<file path="src/rtl/mca_ram.sv">
`timescale 1ns / 1ps
`default_nettype none
module mca_ram #(
  parameter int WIDTH = 8,
  parameter int DEPTH = 64
) (
  input  wire logic                     clk,
  input  wire logic                     we,
  input  wire logic [$clog2(DEPTH)-1:0] waddr,
  input  wire logic [WIDTH-1:0]         wdata,
  input  wire logic [$clog2(DEPTH)-1:0] raddr,
  output logic [WIDTH-1:0]              rdata
);
  logic [WIDTH-1:0] mem [DEPTH];

  always_ff @(posedge clk) begin
    if (we) begin
      mem[waddr] <= wdata;
    end
    rdata <= mem[raddr];
  end
endmodule
`default_nettype wire

</file>
<file path="config.mk">
export PLATFORM = sky130hd
export DESIGN_NAME = mca_ram
export DESIGN_NICKNAME = d
export VERILOG_FILES = /design/src/rtl/mca_ram.sv
export SDC_FILE = /design/constraint.sdc
export NUM_CORES = 1
export LEC_CHECK = 0
export BUFFER_PORTS_ARGS = -buffer_cell sky130_fd_sc_hd__buf_4
export CELL_PAD_IN_SITES_DETAIL_PLACEMENT = 0
export CELL_PAD_IN_SITES_GLOBAL_PLACEMENT = 1
export CORE_MARGIN = 10
export CORE_UTILIZATION = 45
export CTS_BUF_LIST = sky130_fd_sc_hd__clkbuf_16
export CTS_CLUSTER_SIZE = 24
export DETAILED_ROUTE_END_ITERATION = 7
export PLACE_DENSITY_LB_ADDON = 0.3
export REMOVE_ABC_BUFFERS = 1
export SYNTH_ARGS = -nofsm -noshare
export SYNTH_HDL_FRONTEND = slang
export SYNTH_SLANG_ARGS = --single-unit
</file>
<file path="constraint.sdc">
create_clock -name clk -period 6.8 [get_ports clk]
set_clock_uncertainty 0.15 [all_clocks]
set_input_delay 1.36 -clock clk [delete_from_list [all_inputs] [get_ports clk]]
set_output_delay 1.36 -clock clk [all_outputs]
set_load 0.03 [all_outputs]
</file>
==> metrics.yaml <==
synthesis:
  syn_avg_cell_area_um2: 21.45
  post_synth_instance_area_um2: 20170
  synthTopCellsByArea: "edfxtp_1 (76%), mux4_2 (14%), nor2_1 (1.5%)"
  synthDistinctLibCells: 40
  yosysSeqAreaShare_pct: 77.03
  netlist_instances: 940
  yosysTopAreaCell: "edfxtp_1"
  synth-edff-count: 512
  yosys_warnings: 0
  yosysMostFrequentCell: "edfxtp_1"
  synth_seq_cells: 520
  synth-async-reset-ratio_pct: 0
  synth_common_cells: "edfxtp_1 (512), mux4_2 (126), nor2_1 (83)"
  synth_top_area_share_pct: 76.24
  synth-main-ff-cell: "edfxtp_1"
route:
  vias: 9322
  drt_pass1_iterations: 5
  drc: 0
  wl_per_cell_um: 27.30
  viasPerCell: 5.794
  wl_mm: 43.92
  ant_nets: 0
  drt-initial-drc-count: 934
pwr:
  p_leak_nw: 6.990
  cellPowerDensity_nw_per_um2: 296.1
  power_mw: 6.668
  vdd_drop_max_uv: 214.9
sta:
  grt_setup_unrepaired: "false"
  worst_pin_slew_ps: 1095
  fin_tns_setup_ps: 0
  relSlewSlack_pct: 26.71
  holdWs_ps: 692.7
  period_needed_ps: 3895
  setup_viol: 0
  drv_slew: 0
  finalHoldViolCount: 0
  setup_slack_ps: 2905
  timing.fmax_mhz: 256.8
  period_share_pct: 57.27
clock_tree:
  cts_tree: "done"
  cts_buffers: 51
  path_clk_slew_ps: 60
  post-cts-setup-buffers: 0
  ctsResizeCount: 0
  holdBufCountCts: 0
  clockRootBuffer: "clkbuf_16"
  cts_sinks: 520
  clk_path_buf_depth: 3
  htree_num_levels: 2
  insertion_delay_ps: 570
place:
  place_congestion: 0.8000
  port_buffers: 29
  place_hpwl_mm: 25.76
  place_ws_ps: 2340
critical_path:
  cp_max_fo: 65
  rr_worst_depth: 5
  required_ps: 7080
  crit_arrival_ps: 4170
  end_kind: "flop"
  cp-start-kind: "input pin"
  path_class: "in -> reg"
status:
  outcome: "finished, final reports clean"
die:
  dieArea_um2: 53680
  core_um2: 44220
  num_rows: 77
  io_pins: 30
  initial_utilization_pct: 45.60
  die_h_um: 231.7
  chipWidth_um: 231.7
global_routing:
  grt_remaining_overflow: 0
  grt_max_degree: 66
  grt_pass1_wl_mm: 65.29
  antenna_found_initial: 0
  first_global_vias: 9518
  grt_usage_pct: 16.43
worst_hold_path:
  min_path_cells: 3
  hold_class: "reg -> reg"
cells_and_area:
  drive_above_1_share_pct: 24.29
  antenna_cells: 0
  final_core_util_pct: 50.92
  fin_nets: 998
  area_delta_synth_final_pct: 11.65
flow_run:
  cap_violations: 0
==> path summary, 6_finish.rpt <==
check | start | to | slack (ps)
max | raddr[0] | rdata[4]$_DFF_P_ | 2910
min | mem[31][6]$_DFFE_PP_ | rdata[6]$_DFF_P_ | 690
max reg2reg | mem[20][4]$_DFFE_PP_ | rdata[4]$_DFF_P_ | 4440
min reg2reg | mem[31][6]$_DFFE_PP_ | rdata[6]$_DFF_P_ | 690
==> worst max-delay path, stage by stage <==
cell	delay (ps)
clkbuf_8	580
buf_4	680
mux4_2	580
nor2_1	150
nor4_1	80
nor3_1	440
o32ai_1	160
==> per-stage QoR <==
stage	cell area [um^2]	cells
after detailed placement	20860	1515
after CTS	22520	1609
after floorplan	19850	889
after global routing	22520	1609
final	22520	1609
after global placement	20860	1515
==> sequential cells by signal, summed over array words and instances, names as in the netlist <==
name	count
mem	512
rdata	8
==> cell usage in the layout, fill, tap and decap left out, types with 4 or more instances in the layout <==
| master | n |
|---|---|
| clkinv_1 | 9 |
| o221ai_1 | 8 |
| nand3_1 | 13 |
| buf_4 | 33 |
| edfxtp_1 | 512 |
| mux2i_1 | 23 |
| bufinv_16 | 6 |
| clkbuf_16 | 53 |
| mux2_2 | 13 |
| nor3_1 | 5 |
| nor2b_1 | 14 |
| o22ai_1 | 8 |
| a221oi_1 | 6 |
| nor2_1 | 83 |
| mux4_2 | 126 |
| nand2b_1 | 7 |
| clkinv_2 | 10 |
| nand2_1 | 19 |
| inv_1 | 15 |
| dfxtp_1 | 8 |
| a211oi_1 | 4 |
==> layer usage <==
metal	track usage, %	up-vias	share of wire (%)
met4	5.881	0	3.1
li1	-	3999	-
met2	25.60	283	48
met3	3.201	70	5.8
met1	22.80	4970	43
met5	0	-	0
==> power by group <==
part / total (mW) / internal, mW / switching [mW]
registers: 3.56 / 3.55 / 0.0113
logic: 0.330 / 0.121 / 0.209
clock network: 2.78 / 1.63 / 1.15
total: 6.67 / 5.30 / 1.37
==> final cells by class <==
| cell class | count | area [um^2] |
|---|---|---|
| flip-flops and latches | 520 | 15530 |
| fillers | 3430 | 21700 |
| clock inverters | 41 | 327.8 |
| multi-input cells | 369 | 4325 |
| well taps | 592 | 740.7 |
| clock buffers | 53 | 1326 |
| repair buffers | 34 | 261.5 |
==> logic make-up (layout without fill, tap and decap cells) <==
group / Yosys count / count (layout) / synth area share [%]
AOI/OAI and AO/OA: 54 / 54 / 2.072
buffers and inverters: 51 / 128 / 1.570
muxes: 162 / 162 / 15.94
and+or+nand+nor: 153 / 153 / 3.387
DFF: 520 / 520 / 77.03
Power figures use the tool's default switching activity.
