**src/rtl/mca_alu.sv**
```systemverilog
`timescale 1ns / 1ps
`default_nettype none
// Shared subtract-and-compare unit: res = a - b - c, lt = res < cmp.
module mca_alu #(
  parameter int W = 32
) (
  input  wire logic signed [W-1:0] a,
  input  wire logic signed [W-1:0] b,
  input  wire logic signed [W-1:0] c,
  input  wire logic signed [W-1:0] cmp,
  output logic signed [W-1:0]      res,
  output logic                     lt
);
  always_comb begin
    res = a - b - c;
    lt  = res < cmp;
  end
endmodule
`default_nettype wire

```
**config.mk**
```make
export PLATFORM = sky130hd
export DESIGN_NAME = mca_alu
export DESIGN_NICKNAME = d
export VERILOG_FILES = /design/src/rtl/mca_alu.sv
export SDC_FILE = /design/constraint.sdc
export NUM_CORES = 1
export LEC_CHECK = 0
export BUFFER_PORTS_ARGS = -buffer_cell sky130_fd_sc_hd__buf_2
export CELL_PAD_IN_SITES_DETAIL_PLACEMENT = 1
export CELL_PAD_IN_SITES_GLOBAL_PLACEMENT = 2
export CORE_MARGIN = 3
export CORE_UTILIZATION = 26
export DETAILED_ROUTE_END_ITERATION = 6
export PLACE_DENSITY = 0.84
export SYNTH_ARGS = -nofsm -noshare
export SYNTH_HDL_FRONTEND = slang
export SYNTH_SLANG_ARGS = --single-unit
export TNS_END_PERCENT = 5
```
**constraint.sdc**
```tcl
create_clock -name vclk -period 5.2
set_input_delay 0.78 -clock vclk [all_inputs]
set_output_delay 0.78 -clock vclk [all_outputs]
set_load 0.02 [all_outputs]
```
==> metrics.yaml, run 1 <==
status:
  status: "finished, violations left"
  violations: "setup timing"
yosys:
  post-synth-top-area-fraction_pct: 23.4
  netlist_area_mm2: 0.00342
  ys_warn_count: 0
  syn-num-nets: 676
  synthCells: 453
  yosys.area.top_type: "ha_1"
  ys_seq_area_share_pct: 0
  yosys-top-cells-area: "ha_1, fa_1, inv_1, a21o_1, xnor2_1"
  synth_cell_types: 53
  syn_avg_cell_area_um2: 7.55
setup_path:
  critPathArrivalTime_ns: 4.52
  crit_slowest_cell: "fa_1"
  critPathMaxStageDelay_ns: 0.51
  critical_path.cell_chain: "buf_6, inv_2, fa_1, ha_4, buf_6, nand4_1, or2_1, or3_1, a211oi_2, buf_4, nor3_1, xnor2_1, ha_1, a21o_1, a21o_1, a21oi_1, o22ai_1, o211ai_1, nand2_1, a22oi_2, buf_6"
  crit_required_ns: 4.42
  cp_max_fo: 4
  cp-start-kind: "input pin"
  endpoint_kind: "primary output"
  crit_type: "input pin to primary output"
  crit_top_cell: "buf_6"
sta:
  period_share_pct: 102
  slew_violations: 0
  rsz0062_at_grt: "yes"
  min_period_ns: 5.30
  finalHoldViolations: 0
  relSlewSlack_pct: 72.2
  setup_viol: 1
  setup_ws_ns: -0.0995
  fmax_mhz: 189
  worst_pin_slew_ns: 0.413
  whs_ns: 2.00
final_layout:
  post-route-util_pct: 43.6
  layout.cells.non_filler: 882
  fillers: 1645
  fin_area_mm2: 0.00555
  syn_to_final_growth_pct: 62.2
  seq_area_um2: 0
  num-clock-buffers: 0
  num-nets-final: 935
  drive_gt1_share_pct: 44.6
  design.seq.count: 0
  final_cell_mix: "buf_2, inv_1, buf_4"
  final_common_cell: "buf_2"
  antenna_cells: 0
die:
  die_w_um: 121
  initial_utilization_pct: 26.9
  boundaryPins: 161
  die_area_mm2: 0.0146
  core-area_mm2: 0.0127
  rows: 41
  die_y_um: 121
routing:
  wl_per_cell_um: 14.7
  drt_wl_total_um: 13000
  drtPass1Iterations: 4
  ant_nets: 0
  post_drt_via_cell_ratio: 4.62
  via_count: 4073
  route.detailed.drc: 0
  drt_iter0_markers: 116
pwr:
  p_leak_nw: 3.10
  peakVddDrop_mv: 0.142
  power_density_mw_per_mm2: 322
  p_total_mw: 1.79
place:
  place_area_mm2: 0.00506
  port-buffer-count: 161
  dp_cells: 864
  globalplace.congestion: 0.843
  dp_hpwl_um: 11300
flow_run:
  max_cap_viol_count: 0
global_routing:
  grt_max_degree: 10
  grt_pass1_wl_um: 20100
  antenna_found_initial: 0
  grt_pass1_vias: 4448
  grt.total_usage_pct: 16.3
  grt_overflow: 0
cts:
  cts_hold_buf: 0
min_path:
  hold_path_class: "input pin to primary output"
## Yosys cell counts (2+ instances only)
library cell / number
a2111oi_0: 2
a211oi_2: 2
a21o_1: 25
a21oi_1: 31
a31oi_1: 4
and2_1: 2
and3_1: 5
buf_6: 3
fa_1: 31
ha_1: 64
inv_1: 104
nand2_1: 34
nand2b_1: 6
nand3_1: 11
nand4_1: 8
nor2_1: 23
nor3_1: 9
nor3b_1: 2
o2111ai_1: 2
o211ai_1: 5
o21ai_0: 11
o21bai_1: 5
o31ai_1: 3
o41ai_1: 2
xnor2_1: 20
xor2_1: 12
## metal layers
| metal | share of wire, % | up-vias | GRT usage [%] |
|---|---|---|---|
| li1 | - | 2039 | - |
| met4 | 0.72 | 0 | 0.637 |
| met5 | 0 | - | 0 |
| met2 | 54 | 111 | 33.4 |
| met1 | 41 | 1917 | 19.3 |
| met3 | 4.3 | 6 | 0.935 |
## path summary, 6_finish.rpt
check | start | end | slack [ns] | cells after the start
setup / recovery | c[14] | lt | -0.1 | 21
hold / removal | a[1] | res[0] | 2.00 | 4
## kinds of logic after synthesis
logic type	count (synthesis)	synth area share (%)
AO/OA/AOI/OAI	109	22.2
XOR/XNOR	32	8.19
adder cells (fa/ha/maj)	95	41.5
AND/OR/NAND/NOR	109	15.5
buffers and inverters	108	12.6
## final cells by class
class | instances | area (um2) | area share (%)
Tap cell | 172 | 215 | 3.88
Inverter | 104 | 390 | 7.03
Multi-Input combinational cell | 345 | 3370 | 60.8
Timing Repair Buffer | 261 | 1570 | 28.3
## through the flow
step / setup WS (ns) / setup TNS [ns]
global route: -0.358 / -0.358
floorplan: 0.000611 / 0
detailed placement: -0.409 / -0.409
global placement: -0.380 / -0.380
finish: -0.0995 / -0.0995
CTS: -0.106 / -0.106
## what timing repair did
action / CTS / global route
hold endpoints to repair: 0 / 0
resized for setup: 38 / 21
setup buffers: 11 / 7
pin swaps: 21 / 24
endpoints found under the setup margin: 1 / 1
## report_power, final
| group | switching (mW) | leakage (nW) | internal (mW) | total (mW) |
|---|---|---|---|---|
| registers | 0 | 0 | 0 | 0 |
| logic | 0.932 | 3.10 | 0.854 | 1.79 |
| clock network | 0 | 0 | 0 | 0 |
| total | 0.932 | 3.10 | 0.854 | 1.79 |
## critical path: cells and delay by family
kind	cells	cell delay, ns
buf+inv	5	0.52
simple gates	5	0.79
fa+ha+maj	3	1.03
compound gates	7	1.22
xor+xnor	1	0.18
Note: power is estimated with default switching activity, not from simulation.
==> run 2, diff against run 1 <==
Settings changed: CORE_ASPECT_RATIO set to 2.
==> metrics.yaml, run 2 (synthesized netlist as in run 1, its figures left out) <==
final_layout:
  syn_to_final_growth_pct: 60.4
  fillers: 1648  # +0.18%
  design.seq.count: 0  # unchanged
  num-clock-buffers: 0  # unchanged
  antenna_cells: 0  # unchanged
  post-route-util_pct: 43.2  # -0.40 points
  seq_area_um2: 0  # unchanged
  final_common_cell: "buf_2"
  drive_gt1_share_pct: 43.7  # -0.99 points
  num-nets-final: 935  # unchanged
  final_cell_mix: "buf_2, inv_1, buf_4"
setup_path:
  critical_path.cell_chain: "buf_2, fa_1, ha_4, nand4_1, or2_1, buf_4, o21bai_1, a31oi_1, o31ai_1, a31oi_1, xor2_1, ha_1, and3_1, nand3_1, o22ai_1, o211ai_1, nand2_1, a22oi_2, buf_6"
  crit_start: "a[16]"
  crit_end: "lt"
  critPathArrivalTime_ns: 4.55  # +0.03 ns
  endpoint_kind: "primary output"
  cp_max_fo: 6  # +2
  crit_type: "input pin to primary output"
  critPathMaxStageDelay_ns: 0.53  # +0.02 ns
  crit_required_ns: 4.42  # about the same
  crit_slowest_cell: "fa_1"
  path_delay_family: "compound AO/OA/AOI/OAI gates"
  path_buf_inv: 3  # -2
  worst-path-stages: 19  # -9.5%
  cp-start-kind: "input pin"
  crit_top_cell: "a31oi_1"
routing:
  wl_per_cell_um: 16.0  # +8.7%
  via_count: 4180  # +2.6%
  drt_wl_total_um: 13800  # +6.0%
  ant_nets: 0  # unchanged
  route.detailed.drc: 0  # unchanged
  post_drt_via_cell_ratio: 4.86  # +5.3%
  drt_iter0_markers: 61  # -47%
  drtPass1Iterations: 4  # unchanged
global_routing:
  grt_max_degree: 8  # -2
  grt_overflow: 0  # unchanged
  antenna_found_initial: 0  # unchanged
  grt.total_usage_pct: 17.9  # +1.6 points
  grt_pass1_wl_um: 21300  # +6.0%
  grt_pass1_vias: 4780  # +7.5%
sta:
  finalHoldViolations: 0  # unchanged
  slew_violations: 0  # unchanged
  setup-tns-final_ns: -0.128  # -0.0288 ns
  fmax_mhz: 188  # -0.54%
  setup_ws_ns: -0.128  # -0.0288 ns
  min_period_ns: 5.33  # +0.0288 ns
  worst_pin_slew_ns: 0.485  # +0.0722 ns
  setup_viol: 1  # unchanged
  period_share_pct: 102  # +0.55 points
  rsz0062_at_grt: "yes"
  relSlewSlack_pct: 67.4  # -4.8 points
pwr:
  peakVddDrop_mv: 0.227  # +60%
  power_density_mw_per_mm2: 324  # +0.85%
  p_leak_nw: 3.10  # +0.22%
place:
  globalplace.congestion: 0.873  # +3.6%
  dp_hpwl_um: 12500  # +11%
  port-buffer-count: 161  # unchanged
die:
  core-area_mm2: 0.0127  # -0.18%
  die_area_mm2: 0.0147  # +0.57%
  boundaryPins: 161  # unchanged
  die_y_um: 168  # +39%
  initial_utilization_pct: 26.9  # +0.048 points
  die_w_um: 87.1  # -28%
  rows: 58  # +41%
status:
  status: "finished, violations left"
  violations: "setup timing"
min_path:
  hold_start: "a[1]"
  hold_path_class: "input pin to primary output"
flow_run:
  max_cap_viol_count: 0  # unchanged
run 2: changes by cell type in the layout (fill, tap and decap cells not counted), sizes merged:
cell    before  now
clkbuf       1    0
buf        260  261
run 2: how the worst min path moves through the flow:
stage	to	slack, ns	cells past startpoint
after CTS	res[0]	2.02	4
after global placement	res[0]	2.01	4
final	res[0]	2.00	4
after floorplan	res[0]	1.69	1
after detailed placement	res[0]	2.01	4
after global routing	res[0]	2.03	4
run 2: final cells by class:
cell class / instances / area [um2] / area share (%)
well taps: 150 / 188 / 3.42
multi-input cells: 345 / 3350 / 61.0
inverters: 104 / 390 / 7.11
repair buffers: 261 / 1560 / 28.5
run 2: power by group:
part	switching, mW	leakage [nW]	internal, mW
Sequential	0	0	0
Combinational	0.940	3.10	0.842
Clock	0	0	0
Total	0.940	3.10	0.842
run 2: metrics by stage:
stage / hold slack (ns) / std cells / total power [mW] / area [um2] / worst slack (ns)
global route: 2.03 / 860 / 1.95 / 5490 / -0.319
CTS: 2.02 / 858 / 1.76 / 5400 / -0.127
global placement: 2.01 / 853 / 1.57 / 5120 / -0.484
floorplan: 1.69 / 453 / 0.896 / 3470 / 0.000611
detailed placement: 2.01 / 853 / 1.64 / 5120 / -0.532
finish: 2.00 / 860 / 1.78 / 5490 / -0.128
run 2: repair_timing:
action                     4_1_cts  5_1_grt
hold buffers                     0        0
resized for setup               37       12
pin swaps                       19        8
buffers inserted                 5        2
setup endpoints to repair        1        1
run 2: layer usage:
| metal | track usage (%) | part of all wire (%) | vias to the layer above |
|---|---|---|---|
| met3 | 1.03 | 4.7 | 21 |
| met5 | 0 | 0 | - |
| met4 | 4.48 | 2.9 | 0 |
| li1 | - | - | 2041 |
| met1 | 14.3 | 29 | 1982 |
| met2 | 41.6 | 63 | 136 |
==> run 3, diff against run 2 <==
Settings changed: BUFFER_PORTS_ARGS -buffer_cell sky130_fd_sc_hd__buf_2 to unset, CORE_UTILIZATION 26 to 36, DONT_BUFFER_PORTS set to 1, MAX_ROUTING_LAYER set to met4, PLACE_DENSITY 0.84 to 0.85.
==> metrics.yaml, run 3 (synthesized netlist as in run 1, its figures left out) <==
status:
  status: "finished, violations left"
  violations: "setup timing"
final_layout:
  drive_gt1_share_pct: 32.7  # -11 points
  design.seq.count: 0  # unchanged
  post-route-util_pct: 54.0  # +11 points
  antenna_cells: 0  # unchanged
  syn_to_final_growth_pct: 44.0
  fin_area_mm2: 0.00493  # -10%
  final_cell_mix: "buf_4, inv_1, ha_1"
  layout.cells.non_filler: 693  # -19%
  seq_area_um2: 0  # unchanged
  final_common_cell: "buf_4"
  num-clock-buffers: 0  # unchanged
  num-nets-final: 816  # -13%
setup_path:
  cp_max_fo: 4  # -2
  crit_type: "input pin to primary output"
  cp-start-kind: "input pin"
  crit_required_ns: 4.42  # about the same
  critPathArrivalTime_ns: 4.61  # +0.06 ns
  endpoint_kind: "primary output"
place:
  dp_cells: 676  # -21%
  globalplace.congestion: 0.880  # +0.81%
  port-buffer-count: 0  # -100%
  dp_hpwl_um: 11000  # -12%
  place_area_mm2: 0.00449  # -12%
routing:
  ant_nets: 0  # unchanged
  via_count: 3837  # -8.2%
  drt_wl_total_um: 12900  # -6.5%
  drt_iter0_markers: 56  # -8.2%
  route.detailed.drc: 0  # unchanged
  post_drt_via_cell_ratio: 5.54  # +14%
  wl_per_cell_um: 18.6  # +16%
  drtPass1Iterations: 4  # unchanged
global_routing:
  antenna_found_initial: 0  # unchanged
  grt_pass1_wl_um: 19300  # -9.1%
  grt_pass1_vias: 4351  # -9.0%
  grt_overflow: 0  # unchanged
  grt_max_degree: 8  # unchanged
  grt.total_usage_pct: 23.4  # +5.5 points
flow_run:
  max_cap_viol_count: 0  # unchanged
min_path:
  hold_path_class: "input pin to primary output"
  hold_end: "res[0]"
  hold_start: "a[1]"
  hold_path_depth: 2  # -2
sta:
  setup_viol: 1  # unchanged
  whs_ns: 1.79  # -0.217 ns
  finalHoldViolations: 0  # unchanged
  rsz0062_at_grt: "yes"
  min_period_ns: 5.39  # +0.0592 ns
  period_share_pct: 104  # +1.1 points
  setup_ws_ns: -0.187  # -0.0592 ns
  worst_pin_slew_ns: 0.523  # +0.0377 ns
  fmax_mhz: 186  # -1.1%
  slew_violations: 0  # unchanged
  relSlewSlack_pct: 65.0  # -2.4 points
pwr:
  p_comb_share_pct: 100.0  # about the same
  clkPwrFrac_pct: 0  # unchanged
  pwr-share-seq_pct: 0  # unchanged
  p_sw_share_pct: 51.2  # -1.6 points
  p_leak_nw: 2.65  # -15%
  peakVddDrop_mv: 0.209  # -7.9%
  power_switching_mw: 0.940  # about the same
  p_int_mw: 0.896  # +6.5%
  p_total_mw: 1.84  # +3.1%
  power_density_mw_per_mm2: 373  # +15%
die:
  die_w_um: 74.9  # -14%
  boundaryPins: 161  # unchanged
  die_y_um: 144  # -14%
  core-area_mm2: 0.00914  # -28%
  die_area_mm2: 0.0108  # -26%
  rows: 49  # -16%
  initial_utilization_pct: 37.5  # +11 points
cts:
  cts_hold_buf: 0  # unchanged
==> run 3: changes by cell type in the layout (fill, tap and decap cells not counted), moves of 3 or more <==
cell	before	now
buf_2	160	0
buf_4	100	137
buf_6	1	5
a21oi_1	24	27
ha_4	11	8
==> run 3: through the flow <==
stage	setup TNS (ns)	worst slack [ns]
floorplan	0	0.000611
global placement	-0.358	-0.358
detailed placement	-0.404	-0.404
CTS	-0.100	-0.100
global route	-0.308	-0.308
finish	-0.187	-0.187
==> run 3: layout make-up <==
| cell class | instances | area (um2) |
|---|---|---|
| repair buffers | 142 | 1080 |
| multi-input cells | 345 | 3330 |
| fillers | 1144 | 4210 |
| inverters | 104 | 390 |
| well taps | 102 | 128 |
==> run 3: worst max path at each step <==
stage               to  cells past startpoint  slack [ns]  start
CTS                 lt                     18       -0.10   b[2]
global placement    lt                     20       -0.36   b[2]
global route        lt                     19       -0.31  b[14]
detailed placement  lt                     20       -0.40   b[2]
finish              lt                     19       -0.19  b[16]
floorplan           lt                     19      0.0006  b[10]
==> run 3: power groups by stage <==
stage                     combinational (mW)  sequential [mW]  clock [mW]
after global routing                    2.00                0           0
after CTS                               1.74                0           0
after detailed placement                1.63                0           0
after global placement                  1.58                0           0
after floorplan                        0.896                0           0
final                                   1.84                0           0
==> run 3: repair_timing <==
item,4_1_cts,5_1_grt
setup endpoints to repair,1,1
cloned,0,0
resized for setup,32,22
buffers inserted,11,6
pin swaps,32,22
==> run 3: metal layers <==
layer | part of all wire (%) | track usage (%)
met2 | 62 | 48.9
met5 | 0 | -
met1 | 31 | 20.0
met4 | 4.2 | 8.63
met3 | 3.4 | 1.12
==> run 3: worst max-delay path, cell delays in order <==
cell      delay [ns]
inv_1           0.04
fa_1            0.50
ha_4            0.31
buf_4           0.10
nand4_1         0.10
or2_1           0.23
or3_1           0.38
a211oi_2        0.30
o31ai_1         0.14
a31oi_1         0.25
xor2_1          0.15
ha_1            0.32
and3_4          0.19
nand3_4         0.07
buf_4           0.13
buf_4           0.12
nor3_1          0.22
a22oi_2         0.12
buf_6           0.15
